**src/bukstk_pkg.sv**
```systemverilog
// bukstk_pkg: shared types and constants for the bounded unique key stack
// no dependencies; imported by bukstk_mem, bukstk_ctrl and the top level

package bukstk_pkg;

    localparam int KEY_W     = 32;
    localparam int DATA_W    = 32;
    localparam int FILL_W    = 5;
    localparam int DEPTH_DEF = 16;

    typedef enum logic [1:0] {
        CMD_PUSH      = 2'd0,
        CMD_POP       = 2'd1,
        CMD_LIST_DOWN = 2'd2,
        CMD_LIST_UP   = 2'd3
    } t_cmd;

    typedef enum logic [1:0] {
        ST_OK    = 2'd0,
        ST_FULL  = 2'd1,
        ST_DUP   = 2'd2,
        ST_EMPTY = 2'd3
    } t_status;

    typedef struct packed {
        t_status                   status;
        logic                      entry_valid;
        logic signed [KEY_W-1:0]   key;
        logic signed [DATA_W-1:0]  data;
        logic                      last;
    } t_result;

endpackage

```
**src/bukstk_mem.sv**
```systemverilog
// bukstk_mem: entry storage, one write port and one registered read port
// depends on bukstk_pkg for the key and data widths

module bukstk_mem #(
    parameter int DEPTH = bukstk_pkg::DEPTH_DEF,
    parameter int AW    = (DEPTH > 1) ? $clog2(DEPTH) : 1
) (
    input  logic                              i_clk,
    input  logic                              i_wr_en,
    input  logic [AW-1:0]                     i_wr_addr,
    input  logic signed [bukstk_pkg::KEY_W-1:0]  i_wr_key,
    input  logic signed [bukstk_pkg::DATA_W-1:0] i_wr_data,
    input  logic                              i_rd_en,
    input  logic [AW-1:0]                     i_rd_addr,
    output logic signed [bukstk_pkg::KEY_W-1:0]  o_rd_key,
    output logic signed [bukstk_pkg::DATA_W-1:0] o_rd_data
);
    import bukstk_pkg::*;

    logic [KEY_W+DATA_W-1:0] r_mem [DEPTH];
    logic [KEY_W+DATA_W-1:0] r_q;

    always_ff @(posedge i_clk) begin
        if (i_wr_en) begin
            r_mem[i_wr_addr] <= {i_wr_key, i_wr_data};
        end
    end

    always_ff @(posedge i_clk) begin
        if (i_rd_en) begin
            r_q <= r_mem[i_rd_addr];
        end
    end

    assign o_rd_key  = r_q[KEY_W+DATA_W-1:DATA_W];
    assign o_rd_data = r_q[DATA_W-1:0];

endmodule

```
**src/bukstk_ctrl.sv**
```systemverilog
// bukstk_ctrl: command sequencer, fill count, duplicate scan and listing walk
// depends on bukstk_pkg; drives the ports of bukstk_mem

module bukstk_ctrl #(
    parameter int DEPTH = bukstk_pkg::DEPTH_DEF,
    parameter int AW    = (DEPTH > 1) ? $clog2(DEPTH) : 1,
    parameter int CW    = $clog2(DEPTH + 1)
) (
    input  logic                              i_clk,
    input  logic                              i_rst_n,
    input  logic                              i_start,
    input  logic [1:0]                        i_cmd,
    input  logic signed [bukstk_pkg::KEY_W-1:0]  i_new_key,
    input  logic signed [bukstk_pkg::DATA_W-1:0] i_new_data,
    output logic                              o_busy,
    output logic                              o_wr_en,
    output logic [AW-1:0]                     o_wr_addr,
    output logic signed [bukstk_pkg::KEY_W-1:0]  o_wr_key,
    output logic signed [bukstk_pkg::DATA_W-1:0] o_wr_data,
    output logic                              o_rd_en,
    output logic [AW-1:0]                     o_rd_addr,
    input  logic signed [bukstk_pkg::KEY_W-1:0]  i_rd_key,
    input  logic signed [bukstk_pkg::DATA_W-1:0] i_rd_data,
    output logic                              o_strobe,
    output bukstk_pkg::t_result               o_result,
    output logic [CW-1:0]                     o_fill
);
    import bukstk_pkg::*;

    typedef enum logic [2:0] {
        S_IDLE = 3'b001,
        S_WALK = 3'b010,
        S_POP  = 3'b100
    } t_state;

    t_state                r_state, n_state;
    logic [CW-1:0]         r_count, n_count;
    t_cmd                  r_cmd, n_cmd;
    logic signed [KEY_W-1:0]  r_key, n_key;
    logic signed [DATA_W-1:0] r_data, n_data;
    logic [CW-1:0]         r_issue, n_issue;
    logic                  r_rvld, n_rvld;
    logic                  r_rlast, n_rlast;
    logic                  r_dup, n_dup;
    logic                  r_strobe, n_strobe;
    t_result               r_res, n_res;
    logic [CW-1:0]         r_fill, n_fill;
    logic                  w_dup;

    always_comb begin
        n_state   = r_state;
        n_count   = r_count;
        n_cmd     = r_cmd;
        n_key     = r_key;
        n_data    = r_data;
        n_issue   = r_issue;
        n_dup     = r_dup;
        n_strobe  = 1'b0;
        n_res     = r_res;
        n_fill    = r_fill;
        o_wr_en   = 1'b0;
        o_wr_addr = AW'(r_count);
        o_wr_key  = r_key;
        o_wr_data = r_data;
        o_rd_en   = 1'b0;
        o_rd_addr = '0;
        w_dup     = r_dup | (i_rd_key == r_key);

        unique case (r_state)
            S_IDLE: begin
                if (i_start) begin
                    n_cmd   = t_cmd'(i_cmd);
                    n_key   = i_new_key;
                    n_data  = i_new_data;
                    n_issue = '0;
                    n_dup   = 1'b0;
                    n_res   = '{status: ST_OK, entry_valid: 1'b0, key: '0, data: '0,
                                last: 1'b1};
                    n_fill  = r_count;
                    unique case (t_cmd'(i_cmd)) inside
                        CMD_PUSH: begin
                            if (r_count == CW'(DEPTH)) begin
                                n_strobe     = 1'b1;
                                n_res.status = ST_FULL;
                            end else if (r_count == '0) begin
                                o_wr_en   = 1'b1;
                                o_wr_key  = i_new_key;
                                o_wr_data = i_new_data;
                                n_count   = CW'(1);
                                n_fill    = CW'(1);
                                n_strobe  = 1'b1;
                            end else begin
                                n_state = S_WALK;
                            end
                        end
                        CMD_POP: begin
                            if (r_count == '0) begin
                                n_strobe     = 1'b1;
                                n_res.status = ST_EMPTY;
                            end else begin
                                n_count   = r_count - CW'(1);
                                o_rd_en   = 1'b1;
                                o_rd_addr = AW'(r_count - CW'(1));
                                n_state   = S_POP;
                            end
                        end
                        CMD_LIST_DOWN, CMD_LIST_UP: begin
                            if (r_count == '0) begin
                                n_strobe = 1'b1;
                            end else begin
                                n_state = S_WALK;
                            end
                        end
                        default: begin
                            n_state = S_IDLE;
                        end
                    endcase
                end
            end
            S_WALK: begin
                if (r_issue != r_count) begin
                    o_rd_en   = 1'b1;
                    o_rd_addr = (r_cmd == CMD_LIST_DOWN) ? AW'(r_count - CW'(1) - r_issue)
                                                         : AW'(r_issue);
                    n_issue   = r_issue + CW'(1);
                end
                if (r_rvld) begin
                    if (r_cmd == CMD_PUSH) begin
                        n_dup = w_dup;
                        if (r_rlast) begin
                            n_state  = S_IDLE;
                            n_strobe = 1'b1;
                            n_res    = '{status: ST_OK, entry_valid: 1'b0, key: '0,
                                         data: '0, last: 1'b1};
                            if (w_dup) begin
                                n_res.status = ST_DUP;
                                n_fill       = r_count;
                            end else begin
                                o_wr_en = 1'b1;
                                n_count = r_count + CW'(1);
                                n_fill  = r_count + CW'(1);
                            end
                        end
                    end else begin
                        n_strobe = 1'b1;
                        n_res    = '{status: ST_OK, entry_valid: 1'b1, key: i_rd_key,
                                     data: i_rd_data, last: r_rlast};
                        n_fill   = r_count;
                        if (r_rlast) begin
                            n_state = S_IDLE;
                        end
                    end
                end
            end
            S_POP: begin
                n_state  = S_IDLE;
                n_strobe = 1'b1;
                n_res    = '{status: ST_OK, entry_valid: 1'b1, key: i_rd_key,
                             data: i_rd_data, last: 1'b1};
                n_fill   = r_count;
            end
            default: begin
                n_state = S_IDLE;
            end
        endcase

        n_rvld  = (r_state == S_WALK) && o_rd_en;
        n_rlast = (r_state == S_WALK) && o_rd_en && ((r_issue + CW'(1)) == r_count);
    end

    always_ff @(posedge i_clk) begin
        if (!i_rst_n) begin
            r_state  <= S_IDLE;
            r_count  <= '0;
            r_issue  <= '0;
            r_rvld   <= 1'b0;
            r_rlast  <= 1'b0;
            r_dup    <= 1'b0;
            r_strobe <= 1'b0;
        end else begin
            r_state  <= n_state;
            r_count  <= n_count;
            r_issue  <= n_issue;
            r_rvld   <= n_rvld;
            r_rlast  <= n_rlast;
            r_dup    <= n_dup;
            r_strobe <= n_strobe;
        end
    end

    always_ff @(posedge i_clk) begin
        r_cmd  <= n_cmd;
        r_key  <= n_key;
        r_data <= n_data;
        r_res  <= n_res;
        r_fill <= n_fill;
    end

    assign o_busy   = (r_state != S_IDLE);
    assign o_strobe = r_strobe;
    assign o_result = r_res;
    assign o_fill   = r_fill;

endmodule

```
**src/bounded_unique_key_stack.sv**
```systemverilog
// bounded_unique_key_stack: LIFO stack of key/data pairs with duplicate key refusal
// depends on bukstk_pkg, bukstk_mem and bukstk_ctrl
//
//   channel   handshake          transfer
//   command   start, busy        start high while busy low
//   result    o_strobe           one cycle per result, no back pressure
//
// push: the duplicate scan reads every entry before the write; answers at once when empty or full
// pop: reads the top entry, then answers, at once when empty; list: one result per entry, at once when empty
// the rate is set by the single read port of the entry memory, one entry a cycle
// busy stays high until the final result of a command is on the result ports
// reset clears the entry count and the sequencer; o_fill_count, the result and entry contents are kept as is

module bounded_unique_key_stack #(
    parameter int DEPTH = bukstk_pkg::DEPTH_DEF
) (
    input  logic                                 i_clk,
    input  logic                                 i_rst_n,
    input  logic                                 start,
    output logic                                 busy,
    input  logic [1:0]                           i_cmd,
    input  logic signed [bukstk_pkg::KEY_W-1:0]  i_new_key,
    input  logic signed [bukstk_pkg::DATA_W-1:0] i_new_data,
    output logic                                 o_strobe,
    output logic [1:0]                           o_status,
    output logic                                 o_entry_valid,
    output logic signed [bukstk_pkg::KEY_W-1:0]  o_out_key,
    output logic signed [bukstk_pkg::DATA_W-1:0] o_out_data,
    output logic                                 o_last,
    output logic                                 o_is_empty,
    output logic [bukstk_pkg::FILL_W-1:0]        o_fill_count
);
    import bukstk_pkg::*;

    localparam int AW = (DEPTH > 1) ? $clog2(DEPTH) : 1;
    localparam int CW = $clog2(DEPTH + 1);

    logic                     w_wr_en;
    logic [AW-1:0]            w_wr_addr;
    logic signed [KEY_W-1:0]  w_wr_key;
    logic signed [DATA_W-1:0] w_wr_data;
    logic                     w_rd_en;
    logic [AW-1:0]            w_rd_addr;
    logic signed [KEY_W-1:0]  w_rd_key;
    logic signed [DATA_W-1:0] w_rd_data;
    t_result                  w_res;
    logic [CW-1:0]            w_fill;

    bukstk_mem #(
        .DEPTH (DEPTH),
        .AW    (AW)
    ) u_mem (
        .i_clk     (i_clk),
        .i_wr_en   (w_wr_en),
        .i_wr_addr (w_wr_addr),
        .i_wr_key  (w_wr_key),
        .i_wr_data (w_wr_data),
        .i_rd_en   (w_rd_en),
        .i_rd_addr (w_rd_addr),
        .o_rd_key  (w_rd_key),
        .o_rd_data (w_rd_data)
    );

    bukstk_ctrl #(
        .DEPTH (DEPTH),
        .AW    (AW),
        .CW    (CW)
    ) u_ctrl (
        .i_clk      (i_clk),
        .i_rst_n    (i_rst_n),
        .i_start    (start),
        .i_cmd      (i_cmd),
        .i_new_key  (i_new_key),
        .i_new_data (i_new_data),
        .o_busy     (busy),
        .o_wr_en    (w_wr_en),
        .o_wr_addr  (w_wr_addr),
        .o_wr_key   (w_wr_key),
        .o_wr_data  (w_wr_data),
        .o_rd_en    (w_rd_en),
        .o_rd_addr  (w_rd_addr),
        .i_rd_key   (w_rd_key),
        .i_rd_data  (w_rd_data),
        .o_strobe   (o_strobe),
        .o_result   (w_res),
        .o_fill     (w_fill)
    );

    assign o_status      = w_res.status;
    assign o_entry_valid = w_res.entry_valid;
    assign o_out_key     = w_res.key;
    assign o_out_data    = w_res.data;
    assign o_last        = w_res.last;
    assign o_is_empty    = (w_fill == '0);
    assign o_fill_count  = FILL_W'(w_fill);

    // an accepted transaction either keeps the block busy or answers at once
    a_accept_progress: assert property (@(posedge i_clk) disable iff (!i_rst_n)
        start && !busy |=> busy || o_strobe)
        else $error("accepted transaction neither busy nor answered");

    // a non-final result means the walk is still running
    a_mid_result_busy: assert property (@(posedge i_clk) disable iff (!i_rst_n)
        o_strobe && !o_last |-> busy)
        else $error("non-final result while idle");

    // refused or empty answers are single results without an entry
    a_error_single: assert property (@(posedge i_clk) disable iff (!i_rst_n)
        o_strobe && (o_status != ST_OK) |-> o_last && !o_entry_valid)
        else $error("error status with entry or without last");

    // fill count never exceeds capacity
    a_fill_bound: assert property (@(posedge i_clk) disable iff (!i_rst_n)
        o_strobe |-> (w_fill <= CW'(DEPTH)))
        else $error("fill count above capacity");

    // the write port and the read port are never enabled in the same cycle
    a_no_rw_overlap: assert property (@(posedge i_clk) disable iff (!i_rst_n)
        !(w_wr_en && w_rd_en))
        else $error("memory read and write in the same cycle");

endmodule
```
**config.mk**
```make
export PLATFORM = sky130hd
export DESIGN_NAME = bounded_unique_key_stack
export DESIGN_NICKNAME = d
export VERILOG_FILES = /design/src/bukstk_pkg.sv /design/src/bukstk_mem.sv /design/src/bukstk_ctrl.sv /design/src/bounded_unique_key_stack.sv
export SDC_FILE = /design/constraint.sdc
export NUM_CORES = 1
export LEC_CHECK = 0
export BUFFER_PORTS_ARGS = -buffer_cell sky130_fd_sc_hd__clkbuf_2
export CORE_MARGIN = 3
export CORE_UTILIZATION = 40
export DETAILED_ROUTE_END_ITERATION = 8
export SYNTH_ARGS = -nofsm -noshare
export SYNTH_HDL_FRONTEND = slang
export SYNTH_SLANG_ARGS = --single-unit
```
**constraint.sdc**
```tcl
create_clock -name i_clk -period 7.96 [get_ports i_clk]
set_input_delay 0.398 -clock i_clk [delete_from_list [all_inputs] [get_ports i_clk]]
set_output_delay 0.398 -clock i_clk [all_outputs]
set_load 0.02 [all_outputs]
```
==> results.json <==
{
  "status": "finished clean",
  "die_area_sq_mm": 0.129,
  "tritoncts": "done",
  "worstHoldPathCells": 2,
  "r2r_slack_ns": 2.65,
  "synthAdderAreaFrac_pct": 0.267,
  "nFillCells": 10700,
  "area_delta_synth_final_pct": 13.8,
  "yosysSeqAreaShare_pct": 74.8,
  "clock_path_buffers": 3,
  "die_w_um": 358,
  "synthSimpleGateAreaFrac_pct": 11.7,
  "synth_warnings": 0,
  "grt_max_degree": 194,
  "antenna_found_initial": 2,
  "ios": 145,
  "max_freq_mhz": 188,
  "synth_flop_cell": "edfxtp_1",
  "floorplan.initialDensity_pct": 40.6,
  "nets": 3831,
  "synth_compound_area_share_pct": 5.72,
  "r2r-end": "u_mem.r_mem[13][41]",
  "rr_startpoint": "u_ctrl.r_count[0]",
  "relSlewSlack_pct": 16.4,
  "fin_crit_sh_pct": 66.8,
  "arrival_ns": 5.66,
  "ys_ff_latch": 1244,
  "p_leak_uw": 0.0206,
  "cts_root_buf": "clkbuf_16",
  "synth_mux_area_share_pct": 3.93,
  "grt_pass1_vias": 28700,
  "port_buffers": 144,
  "min_period_ns": 5.31,
  "worstSetupPathType": "flop to flop",
  "cp_max_fo": 46,
  "async_flop_share_pct": 0,
  "ir_drop_mv": 0.224,
  "tns_ns": 0,
  "cp-start-kind": "flop",
  "synth.avg_cell_area_sq_um": 13.9,
  "drt_iter0_markers": 2844,
  "grt_pass1_wl_mm": 193,
  "drv_cap": 0,
  "cts_buffers": 134,
  "seqCellArea_sq_mm": 0.0372,
  "htree_levels": 4,
  "grt_util_all_layers_pct": 20.3,
  "critical_path_required_ns": 8.31,
  "gr-total-overflow": 0,
  "synth_top_family_by_area": "simple AND/OR/NAND/NOR gates",
  "clk_pin_slew_worst_paths_ns": 0.06,
  "place_hpwl_mm": 72.9,
  "drcViolationCount": 0,
  "place_congestion": 0.803,
  "syn-num-nets": 3645,
  "drv_slew": 0,
  "fin_util_pct": 46.2,
  "rsz0062_at_grt": "no",
  "worst_skew_pair.late_latency_ns": 0.74,
  "hold_end": "u_ctrl.r_state[0]",
  "drtAntennaViolNets": 0,
  "endpoint_kind": "flop",
  "drtPass1Iterations": 5,
  "reg2reg_depth": 10,
  "final_hold_viol_count": 0,
  "fin_skew_ns": 0.0382,
  "vias": 29500,
  "cts.sink_count": 1244,
  "drive_above_1_share_pct": 10.7,
  "drt-total-wl_mm": 131,
  "multiInputGateArea_sq_mm": 0.0114,
  "min-delay-start": "i_rst_n",
  "synth_cell_types": 76,
  "power.density_mw_per_mm2": 299,
  "finalSetupViolCount": 0,
  "core_sq_mm": 0.123,
  "rows": 128,
  "worstMarginPinSlew_ns": 1.25,
  "avgViaCountPerCell": 5.39,
  "synth_xor_area_share_pct": 0.952,
  "netlist_area_sq_mm": 0.0497,
  "synth_edf_count": 1227,
  "die_h_um": 358,
  "hold_class": "primary input to flop",
  "synthCells": 3566,
  "post_drt_wl_per_cell_um": 24.0
}
## cell usage after synthesis, drive strengths merged (4+ instances only)
library cell	instances	share of area, %
a211oi	4	0.086
buf	140	2.0
dfxtp	17	0.68
nor4	5	0.093
o221ai	67	1.2
clkbuf	72	0.55
o2111ai	64	1.1
nand2	972	7.3
nand2b	8	0.11
inv	10	0.076
edfxtp	1227	74
nor3	10	0.11
a21oi	263	2.6
xnor2	45	0.79
nand3	135	1.4
o21ai	8	0.10
nor2	165	1.3
and2	69	0.87
xor2	9	0.16
ha	9	0.23
nand4	11	0.15
mux2i	195	3.9
nor2b	4	0.050
a31oi	4	0.050
## routing by layer
metal,up-vias,GRT usage (%),share of wire (%)
li1,13400,-,-
met1,14800,28.5,43
met2,1081,32.0,47
met3,206,3.79,7.1
met4,0,6.74,2.7
met5,-,0,0
## flip-flops by register name, indices dropped and copies added, names as in the netlist
| name | flops |
|---|---|
| u_ctrl.r_data | 32 |
| u_mem.r_q | 64 |
| u_ctrl.r_rlast | 1 |
| u_ctrl.r_state | 3 |
| u_ctrl.r_cmd | 2 |
| u_ctrl.r_key | 32 |
| u_ctrl.o_fill | 5 |
| u_ctrl.o_strobe | 1 |
| u_ctrl.r_dup | 1 |
| u_ctrl.o_result | 68 |
| u_ctrl.r_rvld | 1 |
| u_mem.r_mem | 1024 |
| u_ctrl.r_issue | 5 |
| u_ctrl.r_count | 5 |
## metrics by stage
step	hold WS [ns]	std cells	setup WS (ns)	area [sq um]	total power, uW
3_3_place_gp	0.544	5175	2.73	51900	11200
6_report	0.0907	5468	2.65	56600	16900
4_1_cts	0.0113	5466	2.61	56600	17000
5_1_grt	0.0946	5467	2.35	56600	17500
3_5_place_dp	0.542	5175	2.64	51900	11300
2_1_floorplan	0.489	3566	2.82	49700	10200
## worst max-delay path: stages (launching register included)
cell,delay [ns]
dfxtp_1,0.43
inv_1,0.21
ha_1,0.26
or4b_4,0.57
nor3_1,0.39
nand2_4,0.41
clkinv_2,0.53
a41o_1,0.26
nand2_1,0.26
nor2_4,0.68
buf_4,0.85
## power breakdown
group          leakage, uW  internal, uW  switching (uW)
registers           0.0113          8180             165
logic              0.00733           688            2110
clock network      0.00195          3230            2530
total               0.0206         12100            4810
## cell usage in the layout (no fill, tap or decap), types with 10 or more instances in the layout
cell,Yosys,final
edfxtp_1,1227,1227
nand2_1,972,970
a21oi_1,263,262
mux2i_1,195,195
nor2_1,164,146
clkbuf_2,1,144
clkbuf_16,0,138
nand3_1,134,134
and2_1,69,68
o221ai_1,67,67
dlygate4sd3_1,0,66
o2111ai_1,64,64
xnor2_1,45,45
buf_4,15,43
clkbuf_1,71,32
clkinv_1,0,23
nor2_4,0,19
clkinv_2,1,17
dfxtp_1,17,17
nand4_1,10,10
## cell type report
type | count | share of cell area (%)
Tap cell | 1625 | 3.59
Antenna cell | 1 | 0.00442
Clock inverter | 56 | 0.763
Clock buffer | 170 | 6.32
Sequential cell | 1244 | 65.7
Timing Repair Buffer | 262 | 3.33
Multi-Input combinational cell | 2099 | 20.2
Inverter | 11 | 0.0796
## kinds of logic after synthesis
family	after synthesis
XOR/XNOR	54
buffers and inverters	223
AND/OR/NAND/NOR	1399
adder cells (fa/ha/maj)	10
flip-flops	1244
AO/OA/AOI/OAI	441
multiplexers	195
## timing repair
action                                  4_1_cts  5_1_grt
hold endpoints to repair                     65        1
resized for setup                             0        0
buffers inserted                              0        0
hold buffers                                 65        1
endpoints found under the setup margin        0        0
## how the worst max path moves through the flow
stage                          end  slack (ns)               from
6_report       u_mem.r_mem[13][41]        2.65  u_ctrl.r_count[0]
5_1_grt        u_mem.r_mem[13][25]        2.35  u_ctrl.r_count[0]
4_1_cts        u_mem.r_mem[13][25]        2.61  u_ctrl.r_count[0]
3_5_place_dp   u_mem.r_mem[13][28]        2.64  u_ctrl.r_count[0]
3_3_place_gp   u_mem.r_mem[13][41]        2.73  u_ctrl.r_count[0]
2_1_floorplan    u_mem.r_mem[4][0]        2.82  u_ctrl.r_count[1]
No activity file was read; power rests on OpenSTA's default activity.
